===== src/design/iso2ep_pkg.sv =====
// Shared constants, types and helpers for the timestamp-to-epoch converter.
package iso2ep_pkg;

    localparam int CHAR_W   = 8;
    localparam int EPOCH_W  = 39;
    localparam int POS_W    = 5;
    localparam int YEAR_W   = 14;
    localparam int FIELD_W  = 7;
    localparam int YADJ_W   = 14;
    localparam int DAYSA_W  = 22;
    localparam int DAYS_W   = 23;
    localparam int TOD_W    = 17;

    localparam logic [POS_W-1:0]   POS_LAST  = 5'd24;
    localparam logic [POS_W-1:0]   POS_SAT   = 5'd31;
    localparam logic [YADJ_W-1:0]  YEAR_BIAS = 14'd400;
    localparam logic [12:0]        RECIP_100 = 13'd5243;
    localparam logic [DAYS_W-1:0]  DAY_BIAS  = 23'd865566;

    localparam logic [CHAR_W-1:0]  CH_DASH  = 8'h2D;
    localparam logic [CHAR_W-1:0]  CH_PLUS  = 8'h2B;
    localparam logic [CHAR_W-1:0]  CH_COLON = 8'h3A;
    localparam logic [CHAR_W-1:0]  CH_T     = 8'h54;
    localparam logic [CHAR_W-1:0]  CH_ZERO  = 8'h30;
    localparam logic [CHAR_W-1:0]  CH_NINE  = 8'h39;

    typedef struct packed {
        logic take_char;
        logic final_char;
        logic prep;
        logic q100;
        logic q400;
        logic days_a;
        logic days;
        logic secs;
        logic local_sum;
        logic load_out;
    } t_dp_cmd;

    typedef struct packed {
        logic out_free;
    } t_dp_status;

    // Days from March 1 to the first of the month, March-based year.
    function automatic logic [8:0] month_doy(input logic [FIELD_W-1:0] month);
        logic [8:0] d;
        case (month)
            7'd3:    d = 9'd0;
            7'd4:    d = 9'd31;
            7'd5:    d = 9'd61;
            7'd6:    d = 9'd92;
            7'd7:    d = 9'd122;
            7'd8:    d = 9'd153;
            7'd9:    d = 9'd184;
            7'd10:   d = 9'd214;
            7'd11:   d = 9'd245;
            7'd12:   d = 9'd275;
            7'd1:    d = 9'd306;
            7'd2:    d = 9'd337;
            default: d = 9'd0;
        endcase
        return d;
    endfunction

endpackage


===== src/design/iso2ep_if.sv =====
// Handshake interfaces for the character input and the epoch result.
interface iso2ep_char_if;
    import iso2ep_pkg::*;
    logic              valid;
    logic              ready;
    logic [CHAR_W-1:0] text_char;
    logic              final_char;
    modport source(output valid, text_char, final_char, input ready);
    modport sink(input valid, text_char, final_char, output ready);
endinterface

interface iso2ep_res_if;
    import iso2ep_pkg::*;
    logic                      valid;
    logic                      ready;
    logic                      ok;
    logic signed [EPOCH_W-1:0] epoch_seconds;
    modport source(output valid, ok, epoch_seconds, input ready);
    modport sink(input valid, ok, epoch_seconds, output ready);
endinterface


===== src/design/iso8601_offset_to_epoch.sv =====
// Top level: ISO 8601 timestamp with zone offset to Unix epoch seconds.
// Characters are taken one per cycle while the block is receiving.
// After the final beat the conversion steps through year adjust, two reciprocal
// divides, two day sums, seconds multiply, local sum and result load; a timestamp
// is 25 characters, and the result load waits until the result register is free.
// Synchronous active-low reset returns all fields to zero and empties the result.
module iso8601_offset_to_epoch (
    input  logic         i_clk,
    input  logic         i_rst_n,
    iso2ep_char_if.sink  i_char,
    iso2ep_res_if.source o_res
);
    import iso2ep_pkg::*;

    t_dp_cmd    cmd;
    t_dp_status status;

    iso2ep_ctrl u_ctrl (
        .i_clk        (i_clk),
        .i_rst_n      (i_rst_n),
        .i_in_valid   (i_char.valid),
        .i_final_char (i_char.final_char),
        .o_in_ready   (i_char.ready),
        .i_status     (status),
        .o_cmd        (cmd)
    );

    iso2ep_dp u_dp (
        .i_clk           (i_clk),
        .i_rst_n         (i_rst_n),
        .i_cmd           (cmd),
        .o_status        (status),
        .i_text_char     (i_char.text_char),
        .o_out_valid     (o_res.valid),
        .i_out_ready     (o_res.ready),
        .o_ok            (o_res.ok),
        .o_epoch_seconds (o_res.epoch_seconds)
    );

endmodule


===== src/design/iso2ep_ctrl.sv =====
// Controller: character intake and sequencing of the date conversion steps.
module iso2ep_ctrl (
    input  logic                   i_clk,
    input  logic                   i_rst_n,
    input  logic                   i_in_valid,
    input  logic                   i_final_char,
    output logic                   o_in_ready,
    input  iso2ep_pkg::t_dp_status i_status,
    output iso2ep_pkg::t_dp_cmd    o_cmd
);
    import iso2ep_pkg::*;

    localparam logic [3:0] S_RECV  = 4'd0;
    localparam logic [3:0] S_PREP  = 4'd1;
    localparam logic [3:0] S_Q100  = 4'd2;
    localparam logic [3:0] S_Q400  = 4'd3;
    localparam logic [3:0] S_DAYSA = 4'd4;
    localparam logic [3:0] S_DAYS  = 4'd5;
    localparam logic [3:0] S_SECS  = 4'd6;
    localparam logic [3:0] S_LOCAL = 4'd7;
    localparam logic [3:0] S_DONE  = 4'd8;

    logic [3:0] r_state;
    logic [3:0] n_state;

    always_ff @(posedge i_clk) begin
        if (!i_rst_n) begin
            r_state <= S_RECV;
        end else begin
            r_state <= n_state;
        end
    end

    always_comb begin
        n_state    = r_state;
        o_cmd      = '0;
        o_in_ready = 1'b0;
        unique case (r_state)
            S_RECV: begin
                o_in_ready       = 1'b1;
                o_cmd.take_char  = i_in_valid;
                o_cmd.final_char = i_in_valid && i_final_char;
                if (i_in_valid && i_final_char) begin
                    n_state = S_PREP;
                end
            end
            S_PREP: begin
                o_cmd.prep = 1'b1;
                n_state    = S_Q100;
            end
            S_Q100: begin
                o_cmd.q100 = 1'b1;
                n_state    = S_Q400;
            end
            S_Q400: begin
                o_cmd.q400 = 1'b1;
                n_state    = S_DAYSA;
            end
            S_DAYSA: begin
                o_cmd.days_a = 1'b1;
                n_state      = S_DAYS;
            end
            S_DAYS: begin
                o_cmd.days = 1'b1;
                n_state    = S_SECS;
            end
            S_SECS: begin
                o_cmd.secs = 1'b1;
                n_state    = S_LOCAL;
            end
            S_LOCAL: begin
                o_cmd.local_sum = 1'b1;
                n_state         = S_DONE;
            end
            S_DONE: begin
                if (i_status.out_free) begin
                    o_cmd.load_out = 1'b1;
                    n_state        = S_RECV;
                end
            end
            default: begin
                n_state = S_RECV;
            end
        endcase
    end

endmodule


===== src/design/iso2ep_dp.sv =====
// Datapath: field accumulators, range checks, epoch arithmetic, result register.
module iso2ep_dp (
    input  logic                                   i_clk,
    input  logic                                   i_rst_n,
    input  iso2ep_pkg::t_dp_cmd                    i_cmd,
    output iso2ep_pkg::t_dp_status                 o_status,
    input  logic [iso2ep_pkg::CHAR_W-1:0]          i_text_char,
    output logic                                   o_out_valid,
    input  logic                                   i_out_ready,
    output logic                                   o_ok,
    output logic signed [iso2ep_pkg::EPOCH_W-1:0]  o_epoch_seconds
);
    import iso2ep_pkg::*;

    // character intake state
    logic [POS_W-1:0]   r_pos;
    logic               r_err;
    logic               r_len_ok;
    logic [YEAR_W-1:0]  r_year;
    logic [FIELD_W-1:0] r_month;
    logic [FIELD_W-1:0] r_day;
    logic [FIELD_W-1:0] r_hour;
    logic [FIELD_W-1:0] r_minute;
    logic [FIELD_W-1:0] r_second;
    logic               r_neg;
    logic [FIELD_W-1:0] r_ohour;
    logic [FIELD_W-1:0] r_ominute;

    // conversion registers
    logic                       r_good;
    logic [YADJ_W-1:0]          r_y;
    logic [TOD_W-1:0]           r_tod;
    logic [TOD_W-1:0]           r_off;
    logic [6:0]                 r_q100;
    logic [4:0]                 r_q400;
    logic [DAYSA_W-1:0]         r_days_a;
    logic signed [DAYS_W-1:0]   r_days;
    logic signed [EPOCH_W-1:0]  r_secs;
    logic signed [EPOCH_W-1:0]  r_local;

    // result register
    logic                       r_out_valid;
    logic                       r_ok;
    logic signed [EPOCH_W-1:0]  r_epoch;

    logic                       is_digit;
    logic [3:0]                 digit;
    logic                       n_good;
    logic [26:0]                prod_q100;
    logic [24:0]                prod_q400;
    logic signed [40:0]         prod_secs;
    logic                       local_m1;
    logic                       n_ok;
    logic signed [EPOCH_W-1:0]  n_epoch;
    logic                       out_take;

    function automatic logic [FIELD_W-1:0] fold7(input logic [FIELD_W-1:0] acc,
                                                input logic [3:0] d);
        return FIELD_W'(acc * FIELD_W'(10) + FIELD_W'(d));
    endfunction

    function automatic logic [YEAR_W-1:0] fold14(input logic [YEAR_W-1:0] acc,
                                                input logic [3:0] d);
        return YEAR_W'(acc * YEAR_W'(10) + YEAR_W'(d));
    endfunction

    assign is_digit = (i_text_char >= CH_ZERO) && (i_text_char <= CH_NINE);
    assign digit    = 4'(i_text_char - CH_ZERO);

    always_ff @(posedge i_clk) begin
        if (!i_rst_n || i_cmd.load_out) begin
            r_pos     <= '0;
            r_err     <= 1'b0;
            r_len_ok  <= 1'b0;
            r_year    <= '0;
            r_month   <= '0;
            r_day     <= '0;
            r_hour    <= '0;
            r_minute  <= '0;
            r_second  <= '0;
            r_neg     <= 1'b0;
            r_ohour   <= '0;
            r_ominute <= '0;
        end else if (i_cmd.take_char) begin
            if (r_pos != POS_SAT) begin
                r_pos <= r_pos + POS_W'(1);
            end
            if (i_cmd.final_char) begin
                r_len_ok <= (r_pos == POS_LAST);
            end
            case (r_pos) inside
                5'd0, 5'd1, 5'd2, 5'd3: begin
                    if (is_digit) r_year <= fold14(r_year, digit);
                    else          r_err  <= 1'b1;
                end
                5'd4, 5'd7: begin
                    if (i_text_char != CH_DASH) r_err <= 1'b1;
                end
                5'd5, 5'd6: begin
                    if (is_digit) r_month <= fold7(r_month, digit);
                    else          r_err   <= 1'b1;
                end
                5'd8, 5'd9: begin
                    if (is_digit) r_day <= fold7(r_day, digit);
                    else          r_err <= 1'b1;
                end
                5'd10: begin
                    if (i_text_char != CH_T) r_err <= 1'b1;
                end
                5'd11, 5'd12: begin
                    if (is_digit) r_hour <= fold7(r_hour, digit);
                    else          r_err  <= 1'b1;
                end
                5'd13, 5'd16, 5'd22: begin
                    if (i_text_char != CH_COLON) r_err <= 1'b1;
                end
                5'd14, 5'd15: begin
                    if (is_digit) r_minute <= fold7(r_minute, digit);
                    else          r_err    <= 1'b1;
                end
                5'd17, 5'd18: begin
                    if (is_digit) r_second <= fold7(r_second, digit);
                    else          r_err    <= 1'b1;
                end
                5'd19: begin
                    if (i_text_char == CH_DASH)      r_neg <= 1'b1;
                    else if (i_text_char != CH_PLUS) r_err <= 1'b1;
                end
                5'd20, 5'd21: begin
                    if (is_digit) r_ohour <= fold7(r_ohour, digit);
                    else          r_err   <= 1'b1;
                end
                5'd23, 5'd24: begin
                    if (is_digit) r_ominute <= fold7(r_ominute, digit);
                    else          r_err     <= 1'b1;
                end
                default: begin
                    r_err <= 1'b1;
                end
            endcase
        end
    end

    assign n_good = r_len_ok && !r_err &&
                    (r_month >= 7'd1) && (r_month <= 7'd12) &&
                    (r_day >= 7'd1) && (r_day <= 7'd31) &&
                    (r_hour <= 7'd23) && (r_minute <= 7'd59) && (r_second <= 7'd59) &&
                    (r_ohour <= 7'd23) && (r_ominute <= 7'd59);

    // divide by 100 through a reciprocal, exact for the year range used here
    assign prod_q100 = 27'(r_y) * 27'(RECIP_100);
    assign prod_q400 = 25'(r_y[YADJ_W-1:2]) * 25'(RECIP_100);
    assign prod_secs = 41'(r_days) * 41'(18'sd86400);

    always_ff @(posedge i_clk) begin
        if (i_cmd.prep) begin
            r_good <= n_good;
            r_y    <= r_year + YEAR_BIAS - ((r_month <= 7'd2) ? 14'd1 : 14'd0);
            r_tod  <= TOD_W'(r_hour * TOD_W'(3600)) + TOD_W'(r_minute * TOD_W'(60))
                      + TOD_W'(r_second);
        end
        if (i_cmd.q100) begin
            r_q100 <= prod_q100[25:19];
            r_off  <= TOD_W'(r_ohour * TOD_W'(3600)) + TOD_W'(r_ominute * TOD_W'(60));
        end
        if (i_cmd.q400) begin
            r_q400 <= prod_q400[23:19];
        end
        if (i_cmd.days_a) begin
            r_days_a <= DAYSA_W'(r_y * DAYSA_W'(365)) + DAYSA_W'(r_y[YADJ_W-1:2])
                        - DAYSA_W'(r_q100) + DAYSA_W'(r_q400);
        end
        if (i_cmd.days) begin
            r_days <= $signed({1'b0, r_days_a})
                      + $signed(DAYS_W'(month_doy(r_month)) + DAYS_W'(r_day))
                      - $signed(DAY_BIAS);
        end
        if (i_cmd.secs) begin
            r_secs <= prod_secs[EPOCH_W-1:0];
        end
        if (i_cmd.local_sum) begin
            r_local <= r_secs + $signed({{(EPOCH_W-TOD_W){1'b0}}, r_tod});
        end
    end

    assign local_m1 = (r_local == {EPOCH_W{1'b1}});
    assign n_ok     = r_good && !local_m1;

    always_comb begin
        n_epoch = '0;
        if (n_ok) begin
            if (r_neg) n_epoch = r_local + $signed({{(EPOCH_W-TOD_W){1'b0}}, r_off});
            else       n_epoch = r_local - $signed({{(EPOCH_W-TOD_W){1'b0}}, r_off});
        end
    end

    assign out_take          = r_out_valid && i_out_ready;
    assign o_status.out_free = !r_out_valid || i_out_ready;

    always_ff @(posedge i_clk) begin
        if (!i_rst_n) begin
            r_out_valid <= 1'b0;
        end else if (i_cmd.load_out) begin
            r_out_valid <= 1'b1;
        end else if (out_take) begin
            r_out_valid <= 1'b0;
        end
    end

    always_ff @(posedge i_clk) begin
        if (i_cmd.load_out) begin
            r_ok    <= n_ok;
            r_epoch <= n_epoch;
        end
    end

    assign o_out_valid     = r_out_valid;
    assign o_ok            = r_ok;
    assign o_epoch_seconds = r_epoch;

endmodule

===== src/flat_wrapper.sv =====
// flat-port wrapper written by rule: the top's interface ports become plain ports
module iso8601_offset_to_epoch_flat import iso2ep_pkg::*;
  (i_clk, i_rst_n, i_char_valid, i_char_text_char, i_char_final_char, i_char_ready, o_res_valid, o_res_ok, o_res_epoch_seconds, o_res_ready);
  iso2ep_char_if i_char_i ();
  iso2ep_res_if o_res_i ();
  input  logic i_clk;
  input  logic i_rst_n;
  input wire logic [$bits(i_char_i.valid)-1:0] i_char_valid;
  input wire logic [$bits(i_char_i.text_char)-1:0] i_char_text_char;
  input wire logic [$bits(i_char_i.final_char)-1:0] i_char_final_char;
  output wire logic [$bits(i_char_i.ready)-1:0] i_char_ready;
  output wire logic [$bits(o_res_i.valid)-1:0] o_res_valid;
  output wire logic [$bits(o_res_i.ok)-1:0] o_res_ok;
  output wire logic [$bits(o_res_i.epoch_seconds)-1:0] o_res_epoch_seconds;
  input wire logic [$bits(o_res_i.ready)-1:0] o_res_ready;
  assign i_char_i.valid = i_char_valid;
  assign i_char_i.text_char = i_char_text_char;
  assign i_char_i.final_char = i_char_final_char;
  assign i_char_ready = i_char_i.ready;
  assign o_res_valid = o_res_i.valid;
  assign o_res_ok = o_res_i.ok;
  assign o_res_epoch_seconds = o_res_i.epoch_seconds;
  assign o_res_i.ready = o_res_ready;
  iso8601_offset_to_epoch u_core (.i_clk(i_clk), .i_rst_n(i_rst_n), .i_char(i_char_i), .o_res(o_res_i));
endmodule

===== config.mk =====
export PLATFORM = sky130hd
export DESIGN_NAME = iso8601_offset_to_epoch_flat
export DESIGN_NICKNAME = d
export VERILOG_FILES = /design/src/design/iso2ep_pkg.sv /design/src/design/iso2ep_if.sv /design/src/design/iso8601_offset_to_epoch.sv /design/src/design/iso2ep_ctrl.sv /design/src/design/iso2ep_dp.sv /design/src/flat_wrapper.sv
export SDC_FILE = /design/constraint.sdc
export NUM_CORES = 2
export LEC_CHECK = 0
export CORE_ASPECT_RATIO = 1.75
export CORE_MARGIN = 10
export CORE_UTILIZATION = 45
export CTS_BUF_LIST = sky130_fd_sc_hd__clkbuf_8
export DETAILED_ROUTE_END_ITERATION = 8
export DONT_BUFFER_PORTS = 1
export PLACE_DENSITY = 0.62
export REMOVE_ABC_BUFFERS = 1
export SYNTH_ARGS = -nofsm -noshare
export SYNTH_HDL_FRONTEND = slang
export SYNTH_SLANG_ARGS = --single-unit

===== constraint.sdc =====
create_clock -name i_clk -period 5.8 [get_ports i_clk]
set_input_delay 0 -clock i_clk [delete_from_list [all_inputs] [get_ports i_clk]]
set_output_delay 0 -clock i_clk [all_outputs]
set_load 0.005 [all_outputs]

Yosys cells after proc, flatten, opt, wreduce, memory -nomap -nowiden
Memories as Yosys holds them, arrays and structs flattened. A register that Yosys moved wholly into a read port is not among the register bits. Index checks and enable logic that the tools add are counted. Widths: inputs -> output; s select.

Latch bits: 0. Input bits: 13. Memories: 1. Logic and storage cells: 223. RAM bits: 0. Output and inout port bits: 42. Register bits after elaboration: 293. Bits in read-only memories: 144.

Memory list: (name not given) (depth 16, width 9, read ports 1, clocked after memory_dff 1, write ports 0, RTL line iso2ep_pkg.sv:47) `case (month)`.

Shift operators: 0. $add $sub $neg: 24. Bitwise logic cells: 11. Reductions and logical operators: 47. Mux-type cells: 40. Multipliers: 16. Equality and inequality tests: 46. Div/mod/pow operators: 0. $lt $le $gt $ge: 12.

Operators with widths (number): $add 39x18->39 (2); $add 7x4->7 (7); $mul 7x3->6 const B (7); $eq 5x5->1 const B (9); $eq 5x4->1 const B (8); $eq 39x39->1 const B (1); $mux 39 (1); $sub 39x18->39 (1); $pmux 4 s9 (1); $add 17x13->17 (2); $mul 23x11->32 const B (1); $mux 1 (31); $mul 14x13->26 const B (1); $mul 7x8->13 const B (2); $mul 12x13->24 const B (1); $ne 8x6->1 const B (3); $add 22x10->23 (1); $sub 23x21->23 const B (1); $add 22x12->22 (1); $add 22x5->22 (1); $mul 14x9->22 const B (1); $mul 7x4->11 const B (2); $sub 22x7->22 (1); $le 7x5->1 const B (3); 55 further kinds (107).

Logic depth before layout (Yosys ltp)
Depth after elaboration: 15. Mapped depth: 21.

By module
From an unflattened synthesis, not the netlist that was laid out.

Cells, all modules: 3411. Area, all modules: 34071.4 µm².

By module, submodules not included: iso2ep_dp (cells an instance 3377, area an instance 33811.2 µm², times used 1); iso2ep_ctrl (cells an instance 34, area an instance 260.2 µm², times used 1).

Worst setup path before layout
Ideal clock, no wire load.

Path type: reg-to-reg. Start: register u_core.u_dp.r_y[4]. End: register u_core.u_dp.r_days_a[21], data pin. Slack: 0.456 ns. Arrival time: 5.078 ns. Clock period less this slack: 5.344 ns. Data required time: 5.534 ns. Cell stages (with the launch flop): 19. Path buffers: 0. Cell sequence: edfxtp_1 > inv_1 > ha_1 > fa_1 > inv_1 > fa_1 > fa_1 > inv_1 > fa_1 > inv_1 > ha_1 > a21o_1 > a21o_1 > nand2b_1 > o211ai_1 > nand3_1 > o41ai_2 > mux2i_1 > nand4_1.

Longest elaborated chain between the ends: 4.

RTL lines: start: declaration (RTL line iso2ep_dp.sv:31) `logic [YADJ_W-1:0] r_y;`; start signal: assignment (RTL line iso2ep_dp.sv:158) `r_y <= r_year + YEAR_BIAS - ((r_month <= 7'd2) ? 14'd1 : 14'd0);`; $mul 14x9->22 (RTL line iso2ep_dp.sv:170) `r_days_a <= DAYSA_W'(r_y * DAYSA_W'(365)) + DAYSA_W'(r_y[YADJ_W-1:2])`; $add 22x12->22 * (RTL line iso2ep_dp.sv:170); $sub 22x7->22 * (RTL line iso2ep_dp.sv:171) `- DAYSA_W'(r_q100) + DAYSA_W'(r_q400);`; $add 22x5->22 * (RTL line iso2ep_dp.sv:171); end signal: assignment (RTL line iso2ep_dp.sv:170); end: declaration (RTL line iso2ep_dp.sv:36) `logic [DAYSA_W-1:0] r_days_a;`.

Every way passes the cells marked *; elsewhere a longest branch is shown, timed or not. A chain may end at the register's enable or synchronous reset.

Worst setup path in the final report
Start: register u_core.u_dp.r_y[13]. End: register u_core.u_dp.r_q100[5], data pin.

Longest elaborated chain between the ends: 1.

RTL lines: $mul 14x13->26 (RTL line iso2ep_dp.sv:151) `assign prod_q100 = 27'(r_y) * 27'(RECIP_100);`; via u_core.u_dp.prod_q100[24] (RTL line iso2ep_dp.sv:49) `logic [26:0] prod_q100;`; end signal: assignment (RTL line iso2ep_dp.sv:163) `r_q100 <= prod_q100[25:19];`; end: declaration (RTL line iso2ep_dp.sv:34) `logic [6:0] r_q100;`.

The timed path passes the listed nets, and every way through them passes these cells.

==> results.sh <==
export IMPL_rows=133
export IMPL_synth_warnings=0
export IMPL_start_util_pct=45.4
export IMPL_wl_mm=74.6
export IMPL_hpwlAfterDp_mm=63.6
export IMPL_hold_class="input pin to flop"
export IMPL_first_pass_iters=5
export IMPL_critPathRequiredTime_ps=6200
export IMPL_fin_crit_ps=5480
export IMPL_max_cap_violations=0
export IMPL_clk_insertion_delay_late_ps=670
export IMPL_fin_area_um2=37000
export IMPL_grt_max_degree=53
export IMPL_clock_sinks=300
export IMPL_finalSetupViolCount=0
export IMPL_slowest_delay_ps=600
export IMPL_status="completed"
export IMPL_core_area_um2=75200
export IMPL_io_pins=55
export IMPL_grt_pass1_wl_mm=123
export IMPL_gr_total_overflow=0
export IMPL_cts_root_buf="clkbuf_8"
export IMPL_fmax_ghz=0.183
export IMPL_async_reset_ff_share_pct=0
export IMPL_synth_flop_cell="edfxtp_1"
export IMPL_synth_top_family_by_area="adder cells"
export IMPL_die_x_um=228
export IMPL_worstMarginPinSlew_ps=1220
export IMPL_maxSlewHeadroom_pct=17.5
export IMPL_synth_yosys_seq_area_share_pct=23.9
export IMPL_area_delta_synth_final_pct=8.23
export IMPL_drtIter0Drc=722
export IMPL_vias=23000
export IMPL_synth_fa_ha_area_share_pct=40.7
export IMPL_synthXorXnorAreaFrac_pct=7.38
export IMPL_clk_pin_slew_ps=70
export IMPL_cp_cell_sequence="inv_1 > fa_1 > inv_1 > ha_1 > inv_1 > fa_1 > inv_1 > fa_1 > inv_1 > fa_1 > inv_1 > ha_1 > a21o_1 > a21oi_1 > nand2b_1 > o31a_1 > nand4_1 > nand3b_1 > a21oi_1 > xnor2_1"
export IMPL_crit_path_end_kind="flop"
export IMPL_synth_top_area_cell="ha_1"
export IMPL_htree_levels=2
export IMPL_antenna_found_initial=2
export IMPL_synth_cells=3417
export IMPL_nNetsFinal=4433
export IMPL_portBuffers=0
export IMPL_gp_congestion=0.917
export IMPL_drive_gt1_share_pct=4.76
export IMPL_synth_common_cells="inv_1, ha_1, fa_1, edfxtp_1, nor2_1"
export IMPL_crit_type="flop to flop"
export IMPL_crit_arrival_ps=5880
export IMPL_finalMaxSlewViolations=0
export IMPL_die_area_um2=87700
export IMPL_cp_start_kind="flop"
export IMPL_yosys_area_share_simple_pct=8.68
export IMPL_drcViolationCount=0
export IMPL_drtAntennaViolNets=0
export IMPL_rsz0062_at_grt="false"
export IMPL_skew_ps=32.8
export IMPL_dieHeight_um=384
export IMPL_setup_tns_final_ps=0
export IMPL_wl_per_cell_um=16.4
export IMPL_synth_top_cell_area_share_pct=22.9
export IMPL_grt_pass1_vias=24900
export IMPL_hold_viol_final=0
export IMPL_vdd_drop_max_v=0.000300
export IMPL_cts_tree="yes"
export IMPL_synth_seq_cells=300
export IMPL_grt_total_usage_pct=17.5
export IMPL_avgSynthCellArea_um2=9.99
export IMPL_crit_path_top_delay_cell="edfxtp_1"
export IMPL_syn_area_um2=34100
export IMPL_placed_cell_area_um2=35600
export IMPL_path_common_cell="inv_1"
export IMPL_synth_compound_area_share_pct=9.75
export IMPL_power_leakage_uw=0.0179
export IMPL_powerDensity_nw_per_um2=279
export IMPL_synth_mux_area_share_pct=1.15
export IMPL_yosysUniqueCellTypes=88
export IMPL_synth_area_top_cells="ha_1, edfxtp_1, fa_1"
export IMPL_cts_buffers=51
export IMPL_worstPathMaxFanout=8
export IMPL_finalCritPeriodShare_pct=94.4
export IMPL_viasPerCell=5.07
export IMPL_cts_buffer_depth=3
export IMPL_synth_most_common_cell="inv_1"
export IMPL_synth_edf_count=215
==> cell families after synthesis <==
group                      after synthesis
AOI/OAI and AO/OA                      512
xor gates and xnor gates               286
adders and majority gates              928
buffers and inverters                  762
DFF                                    300
muxes                                   39
and+or+nand+nor                        590
==> per-stage QoR <==
| step | std cells | setup slack, ps | hold WS (ps) | total power [uW] | util, % |
|---|---|---|---|---|---|
| floorplan | 3383 | 456 | 114 | 6900 | - |
| global placement | 4429 | 336 | 124 | 8080 | 47.3 |
| detailed placement | 4429 | 279 | 125 | 8170 | 47.3 |
| CTS | 4541 | 255 | 9.14 | 10500 | 49.1 |
| global route | 4547 | 49.2 | 63.2 | 11400 | 49.1 |
| finish | 4547 | 325 | 66.8 | 10300 | 49.1 |
==> path summary, 6_finish.rpt <==
| check | slack [ps] | cells past startpoint | startpoint | end |
|---|---|---|---|---|
| max | 320 | 20 | u_core.u_dp.r_y[13]$_DFFE_PP_ | u_core.u_dp.r_q100[5]$_DFFE_PP_ |
| min | 70 | 6 | i_char_text_char[7] | u_core.u_dp.r_second[6]$_SDFFE_PP0P_ |
| max reg2reg | 320 | 20 | u_core.u_dp.r_y[13]$_DFFE_PP_ | u_core.u_dp.r_q100[5]$_DFFE_PP_ |
| min reg2reg | 420 | 0 | u_core.u_dp.r_tod[5]$_DFFE_PP_ | u_core.u_dp.r_local[5]$_DFFE_PP_ |
==> metal layers <==
metal / up-vias / GRT usage (%) / wire, um
met2: 308 / 35.5 / 42200
met1: 11100 / 15.9 / 25600
li1: 11500 / - / -
met4: 0 / 11.0 / 5030
met3: 185 / 2.18 / 1760
met5: - / 0 / 0
==> where the power goes <==
group          total [uW]  switching (uW)  internal (uW)  leakage [uW]
clock network        2240             932           1310      0.000645
registers            2650            52.5           2600       0.00263
logic                5430            3010           2420        0.0146
==> cell type report <==
cell class	count	area, um^2
fillers	7034	38300
multi-input cells	2355	23100
flip-flops and latches	300	8160
inverters	728	2740
well taps	1012	1270
clock buffers	57	785
repair buffers	56	465
clock inverters	37	395
diodes	2	5.00
==> critical path: cells and delay by family, from the launching register on <==
kind | cells | cell delay, ps
adders and majority gates | 6 | 2730
DFF | 1 | 600
and+or+nand+nor | 3 | 350
AOI/OAI and AO/OA | 4 | 880
buffers and inverters | 6 | 590
xor gates and xnor gates | 1 | 70
==> state kept, by name (all words and copies together) (netlist names), 7 cells and up, named ones only <==
register and cells:
u_core.u_dp.o_epoch_seconds 39, u_core.u_dp.r_day 7, u_core.u_dp.r_days 23, u_core.u_dp.r_days_a 22
u_core.u_dp.r_hour 7, u_core.u_dp.r_local 39, u_core.u_dp.r_minute 7, u_core.u_dp.r_month 7
u_core.u_dp.r_off 15, u_core.u_dp.r_ohour 7, u_core.u_dp.r_ominute 7, u_core.u_dp.r_q100 7
u_core.u_dp.r_second 7, u_core.u_dp.r_secs 32, u_core.u_dp.r_tod 17, u_core.u_dp.r_y 14
u_core.u_dp.r_year 14
==> what timing repair did <==
item                                    in CTS  in global routing
buffers inserted                             0                  4
hold buffers                                18                  0
endpoints found under the setup margin       0                  1
endpoints found under the hold margin       82                  0
gates resized for setup                      0                  1
==> placed cells by master (no fill, tap or decap), types with 7 or more instances in the layout <==
master and n:
a21oi_1 182, nand2_1 93, inv_1 739, o21bai_1 34
a211o_1 7, and2_1 16, o21ai_0 64, nor2_1 212
bufinv_16 9, nor3b_1 14, nor2b_1 27, nand4_1 25
a21o_1 76, and3_1 27, mux2i_1 36, a211oi_1 31
clkbuf_8 57, dlygate4sd3_1 18, ha_1 624, nor4_1 12
edfxtp_1 215, or2_2 8, xor2_1 78, fa_1 304
nand3_1 49, buf_4 38, nand2b_1 21, a31oi_1 17
clkinv_2 7, dfxtp_1 85, clkinv_1 7, o21a_1 23
nor3_1 36, o31a_1 9, xnor2_1 207
No activity file was read; power rests on OpenSTA's default activity.
